[src/design/ffba_pkg.sv]
// Shared types and constants for the first-fit block allocator.
package ffba_pkg;

  // Default geometry of the allocator.
  localparam int DEF_MAX_BLOCKS = 64;
  localparam int DEF_ADDR_BITS  = 20;
  localparam int DEF_OWNER_BITS = 8;

  // Configuration port geometry.
  localparam int CFG_DATA_W = 21;
  localparam int CFG_IDX_W  = 2;

  // Register indexes.
  localparam logic [CFG_IDX_W-1:0] REG_TOTAL = 2'd0;
  localparam logic [CFG_IDX_W-1:0] REG_REQ   = 2'd1;

  // Register values after reset.
  localparam int RESET_TOTAL = 16384;
  localparam int RESET_REQ   = 4096;

  // Command codes.
  localparam int CMD_W = 2;
  localparam logic [CMD_W-1:0] CMD_ALLOC = 2'd0;
  localparam logic [CMD_W-1:0] CMD_FREE  = 2'd1;
  localparam logic [CMD_W-1:0] CMD_QUERY = 2'd2;

  // Status codes.
  localparam int ST_W = 2;
  localparam logic [ST_W-1:0] ST_OK      = 2'd0;
  localparam logic [ST_W-1:0] ST_NOFIT   = 2'd1;
  localparam logic [ST_W-1:0] ST_NOOWNER = 2'd2;
  localparam logic [ST_W-1:0] ST_FULL    = 2'd3;

  // Control strobes from the sequencer to the block table.
  typedef struct packed {
    logic rd_en;
    logic wr_en;
    logic rebuild;
  } tbl_ctl_t;

endpackage

[src/design/ffba_if.sv]
// Valid/ready channel interfaces for request items and result items.
interface ffba_in_if #(
  parameter int OWNER_BITS = ffba_pkg::DEF_OWNER_BITS
);
  logic                        valid;
  logic                        ready;
  logic [ffba_pkg::CMD_W-1:0]  command;
  logic [OWNER_BITS-1:0]       process_id;

  modport source (output valid, output command, output process_id, input ready);
  modport sink   (input valid, input command, input process_id, output ready);
endinterface

interface ffba_out_if #(
  parameter int ADDR_BITS = ffba_pkg::DEF_ADDR_BITS
);
  logic                       valid;
  logic                       ready;
  logic [ffba_pkg::ST_W-1:0]  status;
  logic [ADDR_BITS-1:0]       base_address;
  logic [ADDR_BITS:0]         fragment_bytes;

  modport source (output valid, output status, output base_address, output fragment_bytes,
                  input ready);
  modport sink   (input valid, input status, input base_address, input fragment_bytes,
                  output ready);
endinterface

[src/design/ffba_table.sv]
// Block table memory with one read and one write port and a rebuilt-entry override.
module ffba_table #(
  parameter int MAX_BLOCKS = ffba_pkg::DEF_MAX_BLOCKS,
  parameter int ADDR_BITS  = ffba_pkg::DEF_ADDR_BITS,
  parameter int OWNER_BITS = ffba_pkg::DEF_OWNER_BITS
) (
  input  logic                          clk,
  input  logic                          rst_n,
  input  ffba_pkg::tbl_ctl_t            ctl,
  input  logic [$clog2(MAX_BLOCKS)-1:0] rd_addr,
  input  logic [$clog2(MAX_BLOCKS)-1:0] wr_addr,
  input  logic [ADDR_BITS-1:0]          w_start,
  input  logic [ADDR_BITS:0]            w_len,
  input  logic                          w_free,
  input  logic [OWNER_BITS-1:0]         w_owner,
  input  logic [ADDR_BITS:0]            total,
  output logic [ADDR_BITS-1:0]          r_start,
  output logic [ADDR_BITS:0]            r_len,
  output logic                          r_free,
  output logic [OWNER_BITS-1:0]         r_owner
);
  import ffba_pkg::*;

  localparam int LEN_W = ADDR_BITS + 1;
  localparam int ENT_W = ADDR_BITS + LEN_W + 1 + OWNER_BITS;

  logic [ENT_W-1:0] mem [MAX_BLOCKS];
  logic [ENT_W-1:0] rd_q_r;
  logic             ovr_r;
  logic             rd_ovr_r;

  // Entry 0 reads as one free block of the whole memory until it is written.
  always_ff @(posedge clk) begin
    if (!rst_n) begin
      ovr_r <= 1'b1;
    end else if (ctl.rebuild) begin
      ovr_r <= 1'b1;
    end else if (ctl.wr_en && wr_addr == '0) begin
      ovr_r <= 1'b0;
    end
  end

  // Memory write port.
  always_ff @(posedge clk) begin
    if (ctl.wr_en) begin
      mem[wr_addr] <= {w_start, w_len, w_free, w_owner};
    end
  end

  // Registered read port.
  always_ff @(posedge clk) begin
    if (ctl.rd_en) begin
      rd_q_r   <= mem[rd_addr];
      rd_ovr_r <= ovr_r && (rd_addr == '0);
    end
  end

  // Unpack the read entry, or the rebuilt entry 0.
  always_comb begin
    if (rd_ovr_r) begin
      r_start = '0;
      r_len   = total;
      r_free  = 1'b1;
      r_owner = '0;
    end else begin
      {r_start, r_len, r_free, r_owner} = rd_q_r;
    end
  end

endmodule

[src/design/first_fit_block_allocator_core.sv]
// First-fit block allocator: request sequencer over a block table with one read and one write port.
// A query or a miss scans every entry; an allocate or a free stops the scan at the hit, and the
// entry shift covers only the entries after it, one entry per cycle. One item is in work at a
// time, and a result waits while the output is stalled; the next item is accepted in the cycle
// after the result is registered. Reset (synchronous, active low) leaves one free block of
// 16384 bytes, no clearing pass.
module first_fit_block_allocator_core #(
  parameter int MAX_BLOCKS = ffba_pkg::DEF_MAX_BLOCKS,
  parameter int ADDR_BITS  = ffba_pkg::DEF_ADDR_BITS,
  parameter int OWNER_BITS = ffba_pkg::DEF_OWNER_BITS
) (
  input  logic                              clk,
  input  logic                              rst_n,
  ffba_in_if.sink                           in_ch,
  ffba_out_if.source                        out_ch,
  input  logic                              cfg_we,
  input  logic [ffba_pkg::CFG_IDX_W-1:0]    cfg_index,
  input  logic [ffba_pkg::CFG_DATA_W-1:0]   cfg_data
);
  import ffba_pkg::*;

  localparam int IDX_W = $clog2(MAX_BLOCKS);
  localparam int CNT_W = $clog2(MAX_BLOCKS + 1);
  localparam int LEN_W = ADDR_BITS + 1;
  localparam int CW    = (LEN_W > CFG_DATA_W) ? LEN_W : CFG_DATA_W;

  // Sequencer states.
  localparam logic [3:0] S_IDLE  = 4'd0;
  localparam logic [3:0] S_SCAN  = 4'd1;
  localparam logic [3:0] S_SHIFT = 4'd2;
  localparam logic [3:0] S_AWR1  = 4'd3;
  localparam logic [3:0] S_AWR0  = 4'd4;
  localparam logic [3:0] S_FRD   = 4'd5;
  localparam logic [3:0] S_FNX   = 4'd6;
  localparam logic [3:0] S_FWR   = 4'd7;
  localparam logic [3:0] S_DONE  = 4'd8;

  // Clamp a size to 1 .. 2^ADDR_BITS.
  function automatic logic [LEN_W-1:0] clamp_len(input logic [CW-1:0] v);
    logic [CW-1:0] top;
    top = CW'(1) << ADDR_BITS;
    if (v == '0) begin
      return LEN_W'(1);
    end else if (v > top) begin
      return LEN_W'(top);
    end
    return LEN_W'(v);
  endfunction

  logic [3:0]            state_r;
  logic [CMD_W-1:0]      cmd_r;
  logic [OWNER_BITS-1:0] pid_r;
  logic [LEN_W-1:0]      total_r;
  logic [LEN_W-1:0]      req_r;
  logic [CNT_W-1:0]      cnt_r;

  logic [CNT_W-1:0]      rd_idx_r;
  logic                  dv_r;
  logic [IDX_W-1:0]      d_idx_r;

  logic [IDX_W-1:0]      hit_idx_r;
  logic [ADDR_BITS-1:0]  rec_start_r;
  logic [LEN_W-1:0]      rec_len_r;
  logic [ADDR_BITS-1:0]  prv_start_r;
  logic [LEN_W-1:0]      prv_len_r;
  logic                  prv_free_r;
  logic                  pf_r;
  logic                  nf_r;
  logic [LEN_W-1:0]      acc_r;

  logic [IDX_W-1:0]      sh_src_r;
  logic [IDX_W-1:0]      sh_last_r;
  logic                  sh_up_r;
  logic [1:0]            sh_d_r;
  logic                  sh_iss_done_r;
  logic                  sh_dv_r;
  logic [IDX_W-1:0]      sh_didx_r;
  logic [3:0]            sh_next_r;

  logic [ST_W-1:0]       res_status_r;
  logic [ADDR_BITS-1:0]  res_base_r;
  logic [LEN_W-1:0]      res_frag_r;

  logic                  out_valid_r;
  logic [ST_W-1:0]       out_status_r;
  logic [ADDR_BITS-1:0]  out_base_r;
  logic [LEN_W-1:0]      out_frag_r;

  tbl_ctl_t              tbl_ctl;
  logic [IDX_W-1:0]      tbl_rd_addr;
  logic [IDX_W-1:0]      tbl_wr_addr;
  logic [ADDR_BITS-1:0]  tbl_w_start;
  logic [LEN_W-1:0]      tbl_w_len;
  logic                  tbl_w_free;
  logic [OWNER_BITS-1:0] tbl_w_owner;
  logic [ADDR_BITS-1:0]  rd_start;
  logic [LEN_W-1:0]      rd_len;
  logic                  rd_free;
  logic [OWNER_BITS-1:0] rd_owner;

  logic [CNT_W-1:0]      cnt_m1;
  logic                  scan_hit;
  logic                  scan_last;
  logic                  frag_hit;
  logic [LEN_W-1:0]      acc_add;
  logic [CNT_W-1:0]      hit_nxt;
  logic [CNT_W-1:0]      sh_lo;
  logic [1:0]            merge_d;
  logic                  in_acc;
  logic                  out_free;

  ffba_table #(
    .MAX_BLOCKS (MAX_BLOCKS),
    .ADDR_BITS  (ADDR_BITS),
    .OWNER_BITS (OWNER_BITS)
  ) u_table (
    .clk     (clk),
    .rst_n   (rst_n),
    .ctl     (tbl_ctl),
    .rd_addr (tbl_rd_addr),
    .wr_addr (tbl_wr_addr),
    .w_start (tbl_w_start),
    .w_len   (tbl_w_len),
    .w_free  (tbl_w_free),
    .w_owner (tbl_w_owner),
    .total   (total_r),
    .r_start (rd_start),
    .r_len   (rd_len),
    .r_free  (rd_free),
    .r_owner (rd_owner)
  );

  // Scan decisions on the entry that the table returns this cycle.
  assign cnt_m1    = cnt_r - CNT_W'(1);
  assign scan_last = dv_r && (CNT_W'(d_idx_r) == cnt_m1);
  assign frag_hit  = dv_r && (cmd_r == CMD_QUERY) && rd_free && (rd_len < req_r);
  assign acc_add   = acc_r + (frag_hit ? rd_len : '0);
  assign hit_nxt   = CNT_W'(d_idx_r) + CNT_W'(1);
  assign sh_lo     = CNT_W'(hit_idx_r) + CNT_W'(1) + CNT_W'(nf_r);
  assign merge_d   = {1'b0, nf_r} + {1'b0, pf_r};

  always_comb begin
    scan_hit = 1'b0;
    if (dv_r) begin
      case (cmd_r)
        CMD_ALLOC: scan_hit = rd_free && (rd_len >= req_r);
        CMD_FREE:  scan_hit = !rd_free && (rd_owner == pid_r);
        default:   scan_hit = 1'b0;
      endcase
    end
  end

  assign in_acc   = in_ch.valid && in_ch.ready;
  assign out_free = !out_valid_r || out_ch.ready;

  // Table port control for each state.
  always_comb begin
    tbl_ctl         = '0;
    tbl_ctl.rebuild = cfg_we && (cfg_index == REG_TOTAL);
    tbl_rd_addr     = rd_idx_r[IDX_W-1:0];
    tbl_wr_addr     = hit_idx_r;
    tbl_w_start     = rd_start;
    tbl_w_len       = rd_len;
    tbl_w_free      = rd_free;
    tbl_w_owner     = rd_owner;
    unique case (state_r)
      S_SCAN: begin
        tbl_ctl.rd_en = (rd_idx_r < cnt_r) && !scan_hit && !scan_last;
      end
      S_SHIFT: begin
        tbl_ctl.rd_en = !sh_iss_done_r;
        tbl_rd_addr   = sh_src_r;
        tbl_ctl.wr_en = sh_dv_r;
        tbl_wr_addr   = sh_up_r ? (sh_didx_r + IDX_W'(1)) : (sh_didx_r - IDX_W'(sh_d_r));
      end
      S_AWR1: begin
        tbl_ctl.wr_en = 1'b1;
        tbl_wr_addr   = hit_idx_r + IDX_W'(1);
        tbl_w_start   = rec_start_r + ADDR_BITS'(req_r);
        tbl_w_len     = rec_len_r - req_r;
        tbl_w_free    = 1'b1;
        tbl_w_owner   = '0;
      end
      S_AWR0: begin
        tbl_ctl.wr_en = 1'b1;
        tbl_w_start   = rec_start_r;
        tbl_w_len     = req_r;
        tbl_w_free    = 1'b0;
        tbl_w_owner   = pid_r;
      end
      S_FRD: begin
        tbl_ctl.rd_en = 1'b1;
        tbl_rd_addr   = hit_idx_r + IDX_W'(1);
      end
      S_FWR: begin
        tbl_ctl.wr_en = 1'b1;
        tbl_wr_addr   = pf_r ? (hit_idx_r - IDX_W'(1)) : hit_idx_r;
        tbl_w_start   = pf_r ? prv_start_r : rec_start_r;
        tbl_w_len     = acc_r + (pf_r ? prv_len_r : '0);
        tbl_w_free    = 1'b1;
        tbl_w_owner   = '0;
      end
      S_IDLE, S_FNX, S_DONE: begin
        tbl_ctl.rd_en = 1'b0;
      end
      default: begin
        tbl_ctl.rd_en = 1'b0;
      end
    endcase
  end

  // Configuration registers.
  always_ff @(posedge clk) begin
    if (!rst_n) begin
      total_r <= clamp_len(CW'(RESET_TOTAL));
      req_r   <= clamp_len(CW'(RESET_REQ));
    end else if (cfg_we) begin
      case (cfg_index)
        REG_TOTAL: total_r <= clamp_len(CW'(cfg_data));
        REG_REQ:   req_r   <= clamp_len(CW'(cfg_data));
        default:   ;
      endcase
    end
  end

  // Block count: one after a rebuild, up on a split, down by the merged entries on a free.
  always_ff @(posedge clk) begin
    if (!rst_n) begin
      cnt_r <= CNT_W'(1);
    end else if (cfg_we && cfg_index == REG_TOTAL) begin
      cnt_r <= CNT_W'(1);
    end else if (state_r == S_AWR1) begin
      cnt_r <= cnt_r + CNT_W'(1);
    end else if (state_r == S_FWR) begin
      cnt_r <= cnt_r - CNT_W'(merge_d);
    end
  end

  // Request sequencer.
  always_ff @(posedge clk) begin
    if (!rst_n) begin
      state_r       <= S_IDLE;
      dv_r          <= 1'b0;
      sh_dv_r       <= 1'b0;
      sh_iss_done_r <= 1'b0;
    end else begin
      unique case (state_r)
        S_IDLE: begin
          if (in_acc) begin
            cmd_r        <= in_ch.command;
            pid_r        <= in_ch.process_id;
            rd_idx_r     <= '0;
            dv_r         <= 1'b0;
            acc_r        <= '0;
            res_status_r <= ST_OK;
            res_base_r   <= '0;
            res_frag_r   <= '0;
            if (in_ch.command == CMD_ALLOC || in_ch.command == CMD_FREE ||
                in_ch.command == CMD_QUERY) begin
              state_r <= S_SCAN;
            end else begin
              state_r <= S_DONE;
            end
          end
        end
        S_SCAN: begin
          // The read stops on a hit or on the last entry, so the data valid flag clears then.
          dv_r    <= tbl_ctl.rd_en;
          d_idx_r <= rd_idx_r[IDX_W-1:0];
          if (tbl_ctl.rd_en) begin
            rd_idx_r <= rd_idx_r + CNT_W'(1);
          end
          if (dv_r && !scan_hit) begin
            prv_start_r <= rd_start;
            prv_len_r   <= rd_len;
            prv_free_r  <= rd_free;
            acc_r       <= acc_add;
          end
          if (scan_hit) begin
            hit_idx_r   <= d_idx_r;
            rec_start_r <= rd_start;
            rec_len_r   <= rd_len;
            if (cmd_r == CMD_ALLOC) begin
              if (rd_len > req_r) begin
                if (cnt_r == CNT_W'(MAX_BLOCKS)) begin
                  res_status_r <= ST_FULL;
                  state_r      <= S_DONE;
                end else if (hit_nxt < cnt_r) begin
                  // Open a slot after the hit by moving later entries up by one.
                  sh_src_r      <= cnt_m1[IDX_W-1:0];
                  sh_last_r     <= hit_nxt[IDX_W-1:0];
                  sh_up_r       <= 1'b1;
                  sh_d_r        <= 2'd1;
                  sh_iss_done_r <= 1'b0;
                  sh_dv_r       <= 1'b0;
                  sh_next_r     <= S_AWR1;
                  state_r       <= S_SHIFT;
                end else begin
                  state_r <= S_AWR1;
                end
              end else begin
                state_r <= S_AWR0;
              end
            end else begin
              res_base_r <= rd_start;
              acc_r      <= rd_len;
              pf_r       <= (d_idx_r != '0) && prv_free_r;
              if (hit_nxt < cnt_r) begin
                state_r <= S_FRD;
              end else begin
                nf_r    <= 1'b0;
                state_r <= S_FWR;
              end
            end
          end else if (scan_last) begin
            case (cmd_r)
              CMD_ALLOC: res_status_r <= ST_NOFIT;
              CMD_FREE:  res_status_r <= ST_NOOWNER;
              default:   res_frag_r   <= acc_add;
            endcase
            state_r <= S_DONE;
          end
        end
        S_SHIFT: begin
          // The last read is issued before the last write, so the valid flag clears then.
          sh_dv_r   <= tbl_ctl.rd_en;
          sh_didx_r <= sh_src_r;
          if (tbl_ctl.rd_en) begin
            if (sh_src_r == sh_last_r) begin
              sh_iss_done_r <= 1'b1;
            end else begin
              sh_src_r <= sh_up_r ? (sh_src_r - IDX_W'(1)) : (sh_src_r + IDX_W'(1));
            end
          end
          if (sh_dv_r && sh_didx_r == sh_last_r) begin
            state_r <= sh_next_r;
          end
        end
        S_AWR1: begin
          state_r <= S_AWR0;
        end
        S_AWR0: begin
          res_base_r <= rec_start_r;
          state_r    <= S_DONE;
        end
        S_FRD: begin
          state_r <= S_FNX;
        end
        S_FNX: begin
          nf_r <= rd_free;
          if (rd_free) begin
            acc_r <= acc_r + rd_len;
          end
          state_r <= S_FWR;
        end
        S_FWR: begin
          if (merge_d != 2'd0 && sh_lo <= cnt_m1) begin
            // Close the gap left by merged entries by moving later entries down.
            sh_src_r      <= sh_lo[IDX_W-1:0];
            sh_last_r     <= cnt_m1[IDX_W-1:0];
            sh_up_r       <= 1'b0;
            sh_d_r        <= merge_d;
            sh_iss_done_r <= 1'b0;
            sh_dv_r       <= 1'b0;
            sh_next_r     <= S_DONE;
            state_r       <= S_SHIFT;
          end else begin
            state_r <= S_DONE;
          end
        end
        S_DONE: begin
          if (out_free) begin
            state_r <= S_IDLE;
          end
        end
        default: begin
          state_r <= S_IDLE;
        end
      endcase
    end
  end

  // Output register holds a result until it is taken.
  always_ff @(posedge clk) begin
    if (!rst_n) begin
      out_valid_r <= 1'b0;
    end else if (state_r == S_DONE && out_free) begin
      out_valid_r <= 1'b1;
    end else if (out_ch.ready) begin
      out_valid_r <= 1'b0;
    end
  end

  always_ff @(posedge clk) begin
    if (state_r == S_DONE && out_free) begin
      out_status_r <= res_status_r;
      out_base_r   <= res_base_r;
      out_frag_r   <= res_frag_r;
    end
  end

  assign in_ch.ready           = (state_r == S_IDLE);
  assign out_ch.valid          = out_valid_r;
  assign out_ch.status         = out_status_r;
  assign out_ch.base_address   = out_base_r;
  assign out_ch.fragment_bytes = out_frag_r;

  // The table always holds between one and MAX_BLOCKS entries.
  a_cnt_range: assert property (@(posedge clk) disable iff (!rst_n)
    (cnt_r != '0) && (cnt_r <= CNT_W'(MAX_BLOCKS)))
    else $error("block count out of range");

  // The table is only written while a request is in work.
  a_idle_no_write: assert property (@(posedge clk) disable iff (!rst_n)
    (state_r == S_IDLE) |-> !tbl_ctl.wr_en)
    else $error("table write while idle");

  // A split with a full table reports table full and leaves the count alone.
  a_full: assert property (@(posedge clk) disable iff (!rst_n)
    (state_r == S_SCAN && scan_hit && cmd_r == CMD_ALLOC && rd_len > req_r &&
     cnt_r == CNT_W'(MAX_BLOCKS))
    |=> (res_status_r == ST_FULL) && (state_r == S_DONE) && $stable(cnt_r))
    else $error("full table split not refused");

endmodule

[src/flat_wrapper.sv]
// flat-port wrapper written by rule: the top's interface ports become plain ports
module first_fit_block_allocator_core_flat import ffba_pkg::*;
#(
  parameter int MAX_BLOCKS = ffba_pkg::DEF_MAX_BLOCKS,
  parameter int ADDR_BITS  = ffba_pkg::DEF_ADDR_BITS,
  parameter int OWNER_BITS = ffba_pkg::DEF_OWNER_BITS
)
  (clk, rst_n, cfg_we, cfg_index, cfg_data, in_ch_valid, in_ch_command, in_ch_process_id, in_ch_ready, out_ch_valid, out_ch_status, out_ch_base_address, out_ch_fragment_bytes, out_ch_ready);
  ffba_in_if #(.OWNER_BITS(OWNER_BITS)) in_ch_i ();
  ffba_out_if #(.ADDR_BITS(ADDR_BITS)) out_ch_i ();
  input  logic clk;
  input  logic rst_n;
  input  logic cfg_we;
  input  logic [ffba_pkg::CFG_IDX_W-1:0] cfg_index;
  input  logic [ffba_pkg::CFG_DATA_W-1:0] cfg_data;
  input wire logic [$bits(in_ch_i.valid)-1:0] in_ch_valid;
  input wire logic [$bits(in_ch_i.command)-1:0] in_ch_command;
  input wire logic [$bits(in_ch_i.process_id)-1:0] in_ch_process_id;
  output wire logic [$bits(in_ch_i.ready)-1:0] in_ch_ready;
  output wire logic [$bits(out_ch_i.valid)-1:0] out_ch_valid;
  output wire logic [$bits(out_ch_i.status)-1:0] out_ch_status;
  output wire logic [$bits(out_ch_i.base_address)-1:0] out_ch_base_address;
  output wire logic [$bits(out_ch_i.fragment_bytes)-1:0] out_ch_fragment_bytes;
  input wire logic [$bits(out_ch_i.ready)-1:0] out_ch_ready;
  assign in_ch_i.valid = in_ch_valid;
  assign in_ch_i.command = in_ch_command;
  assign in_ch_i.process_id = in_ch_process_id;
  assign in_ch_ready = in_ch_i.ready;
  assign out_ch_valid = out_ch_i.valid;
  assign out_ch_status = out_ch_i.status;
  assign out_ch_base_address = out_ch_i.base_address;
  assign out_ch_fragment_bytes = out_ch_i.fragment_bytes;
  assign out_ch_i.ready = out_ch_ready;
  first_fit_block_allocator_core #(.MAX_BLOCKS(MAX_BLOCKS), .ADDR_BITS(ADDR_BITS), .OWNER_BITS(OWNER_BITS)) u_core (.clk(clk), .rst_n(rst_n), .in_ch(in_ch_i), .out_ch(out_ch_i), .cfg_we(cfg_we), .cfg_index(cfg_index), .cfg_data(cfg_data));
endmodule
[config.mk]
export PLATFORM = sky130hd
export DESIGN_NAME = first_fit_block_allocator_core_flat
export DESIGN_NICKNAME = d
export VERILOG_FILES = /design/src/design/ffba_pkg.sv /design/src/design/ffba_if.sv /design/src/design/ffba_table.sv /design/src/design/first_fit_block_allocator_core.sv /design/src/flat_wrapper.sv
export SDC_FILE = /design/constraint.sdc
export NUM_CORES = 2
export LEC_CHECK = 0
export BUFFER_PORTS_ARGS = -buffer_cell sky130_fd_sc_hd__buf_2
export CORE_ASPECT_RATIO = 0.6
export CORE_UTILIZATION = 55
export DETAILED_ROUTE_END_ITERATION = 12
export PLACE_DENSITY_LB_ADDON = 0.05
export SLEW_MARGIN = 10
export SYNTH_ARGS = -nofsm -noshare
export SYNTH_HDL_FRONTEND = slang
export SYNTH_SLANG_ARGS = --single-unit
export TNS_END_PERCENT = 5
[constraint.sdc]
create_clock -name clk -period 7.7 [get_ports clk]
set_clock_uncertainty 0.1 [all_clocks]
set_input_delay 0.385 -clock clk [delete_from_list [all_inputs] [get_ports clk]]
set_output_delay 0.385 -clock clk [all_outputs]
set_load 0.02 [all_outputs]
==> results.py <==
metrics = {
    "status": {
        "status": "completed",
    },
    "logic_synthesis": {
        "netlist_area_um2": 147000,
        "synth-edff-count": 3494,
        "synth.top_cell.area_share_pct": 71.6,
        "synth.area.top_cells": "edfxtp_1 (72%), nand2_1 (7.6%), nand3_1 (3.1%), a21oi_1 (1.4%), ha_1 (1.4%)",
        "synth_seq_cells": 3552,
        "synth_top_cell_by_area": "edfxtp_1",
        "synth-simple-area-share_pct": 14.3,
        "synth_mux_area_share_pct": 0.690,
        "synth_cells": 11192,
        "synth.avg_cell_area_um2": 13.1,
        "synth-seq-area-share_pct": 72.4,
        "async_flop_share_pct": 0,
        "synth_top_family_by_area": "simple AND/OR/NAND/NOR gates",
        "yosys_warnings": 0,
        "synth_nets": 11405,
        "ys.flop_type": "edfxtp_1",
        "synth_xor_area_share_pct": 0.830,
        "ys_types": 88,
        "synthAdderAreaFrac_pct": 1.53,
        "synth_compound_area_share_pct": 7.74,
    },
    "routing": {
        "drtPass1Iterations": 8,
        "route.vias.total": 99071,
        "wl_per_cell_um": 31.6,
        "drc_errors": 0,
        "ant_nets": 0,
        "viasPerCell": 6.53,
        "dr.first_iter.drc_count": 15589,
        "routed_wl_mm": 480,
    },
    "finish": {
        "regArea_um2": 106000,
        "final_common_cell": "edfxtp_1",
        "multiInputGateArea_um2": 38000,
        "final_cell_mix": "edfxtp_1 (3494), nand2_1 (2946), nand3_1 (914)",
        "drive_gt1_share_pct": 9.92,
        "layout.nets": 11574,
        "nFillCells": 20126,
        "area_growth_pct": 12.1,
    },
    "sta": {
        "relSlewSlack_pct": 10.9,
        "fmax_mhz": 146,
        "min_period_ps": 6850,
        "setup_viol_count_final": 0,
        "hold_viol_final": 0,
        "tns_ps": 0,
        "worstMarginPinSlew_ps": 1320,
        "fin_crit_sh_pct": 89.0,
        "rsz0062_at_grt": "no",
        "final_max_slew_viol_count": 0,
        "fin_ws_ps": 847,
    },
    "power": {
        "clock_power_share_pct": 33.8,
        "internal-power_w": 0.0335,
        "pwr-share-seq_pct": 47.0,
        "swShare_pct": 29.9,
        "vdd_drop_max_mv": 0.208,
        "pwr-share-comb_pct": 19.2,
        "p_leak_nw": 56.5,
        "power_switching_w": 0.0143,
        "power_density_nw_per_um2": 291,
        "p_total_w": 0.0478,
    },
    "floorplan": {
        "die-area_um2": 269000,
        "initial_core_util_pct": 55.4,
        "coreArea_um2": 265000,
        "ios": 83,
        "row_count": 146,
        "die_w_um": 669,
        "die-height_um": 402,
    },
    "grt": {
        "first_global_vias": 90975,
        "grt_start_max_net_pins": 136,
        "grt.overflow.total": 0,
        "busiest_layer": "met1",
        "grtUsageTotal_pct": 35.1,
        "use_met2_pct": 48.8,
        "met3_usage_pct": 7.96,
        "antenna_found_initial": 21,
        "met1_usage_pct": 55.1,
        "grt_first_pass_wirelength_mm": 675,
    },
    "critical_path": {
        "r2r_slack_ps": 850,
        "crit_top_cell": "o21ai_0",
        "crit_family": "compound AO/OA/AOI/OAI gates",
        "slowest_stage": "nor4_2",
        "end_kind": "flip-flop",
        "critPathBufInv": 4,
        "cp.arrival_ps": 7460,
        "worst_setup_path_start_kind": "flip-flop",
        "cp_max_fo": 35,
        "worst_ep_required_time_ps": 8300,
        "crit_chain": "buf_12 -> mux2i_1 -> inv_1 -> ha_1 -> nand4_1 -> nor4_2 -> nand2_1 -> nand3_1 -> nor2_1 -> ha_1 -> o21ai_0 -> o21ai_0 -> a31oi_1 -> buf_4 -> o41ai_1 -> buf_4 -> a41oi_1 -> o21ai_0 -> nor4_1 -> a31o_1 -> o32ai_1",
        "max_stage_delay_ps": 850,
        "crit_type": "flip-flop to flip-flop",
    },
    "job": {
        "max_cap_violations": 0,
    },
    "cts": {
        "cts_sinks": 3552,
        "cts_buffer_depth": 4,
        "cts_tree": "done",
        "cts_inserted_buffers": 328,
        "root_buffer": "clkbuf_16",
        "h-tree-depth": 5,
        "insertion_delay_ps": 900,
        "cts.clk_slew.worst_paths_ps": 70,
    },
    "place": {
        "hpwl_mm": 280,
        "io_buffers": 82,
        "gp_congestion": 0.946,
        "preCtsSetupSlack_ps": 776,
    },
    "hold_path": {
        "min_path_type": "input port to flip-flop",
    },
}
## flip-flops by register name, summed over array words and instances, names as in the netlist, 7 cells and up
name / flops
u_core.acc_r: 21
u_core.res_base_r: 20
u_core.total_r: 21
u_core.req_r: 21
u_core.u_table.mem: 3200
u_core.rec_len_r: 21
u_core.rec_start_r: 20
u_core.prv_start_r: 20
u_core.prv_len_r: 21
u_core.out_ch.base_address: 20
u_core.u_table.rd_q_r: 50
u_core.pid_r: 8
u_core.out_ch.fragment_bytes: 21
u_core.res_frag_r: 21
u_core.cnt_r: 7
u_core.rd_idx_r: 7
## cell families (layout without fill, tap and decap cells)
group / count (synthesis) / count (layout)
AO/OA/AOI/OAI: 1647 / 1647
XOR/XNOR: 139 / 139
flip-flops: 3552 / 3552
multiplexers: 83 / 83
AND/OR/NAND/NOR: 4807 / 4807
other: 0 / 6
adder cells (fa/ha/maj): 175 / 175
buffers and inverters: 789 / 1213
## metal layers
metal | routed length, um | vias up
met3 | 61600 | 756
met2 | 201000 | 6407
met5 | 36 | -
met1 | 201000 | 49741
li1 | - | 42161
met4 | 15500 | 6
## Yosys cell counts, types with 91 or more instances
master / instances
edfxtp_1: 3494
nand2_1: 2952
nand3_1: 915
a21oi_1: 422
buf_2: 321
a31oi_1: 261
and3_1: 255
clkbuf_1: 248
nor2_1: 242
a22oi_1: 211
ha_1: 167
a311oi_1: 157
nand4_1: 118
o21ai_0: 111
inv_1: 91
## per-stage QoR
step,hold slack [ps],utilization [%],area [um^2],instances
finish,115,62.1,164000,15174
global route,131,62.1,164000,15168
CTS,67.3,62.1,164000,15167
detailed placement,305,58.1,154000,14545
global placement,302,58.1,154000,14545
floorplan,300,-,147000,11192
## what timing repair did
action,4_1_cts,5_1_grt
hold endpoints to repair,56,0
gates resized for setup,0,0
hold buffers,37,0
setup buffers,0,0
## power by group through the flow
| stage | logic [W] | registers (W) | clock network, W |
|---|---|---|---|
| after floorplan | 0.00525 | 0.0228 | 0 |
| after detailed placement | 0.00893 | 0.0229 | 0 |
| after global placement | 0.00882 | 0.0228 | 0 |
| after CTS | 0.00898 | 0.0224 | 0.0162 |
| final | 0.00919 | 0.0224 | 0.0161 |
| after global routing | 0.00970 | 0.0224 | 0.0169 |
## cell type report
| type | instances | share of cell area [%] |
|---|---|---|
| diodes | 6 | 0.00913 |
| repair buffers | 536 | 3.17 |
| multi-input cells | 6851 | 23.1 |
| clock buffers | 399 | 5.26 |
| clock inverters | 186 | 0.996 |
| well taps | 3552 | 2.70 |
| flip-flops and latches | 3552 | 64.5 |
| inverters | 92 | 0.210 |
## tightest hold or removal path, cell delays in order
cell and delay [ps]:
buf_2 110, nor3b_1 130, buf_4 200, nand2_1 80
o21ai_0 80, nand2_1 60
## final timing paths
kind | cells after the start | to | startpoint
setup / recovery | 21 | u_core.acc_r[19]$_DFFE_PP_ | u_core.u_table.rd_ovr_r$_DFFE_PP_
hold / removal | 6 | u_core.total_r[14]$_SDFFE_PN1P_ | cfg_we
setup reg to reg | 21 | u_core.acc_r[19]$_DFFE_PP_ | u_core.u_table.rd_ovr_r$_DFFE_PP_
hold reg to reg | 0 | u_core.out_ch.fragment_bytes[13]$_DFFE_PP_ | u_core.res_frag_r[13]$_SDFFCE_PN0P_
Power figures use the tool's default switching activity.
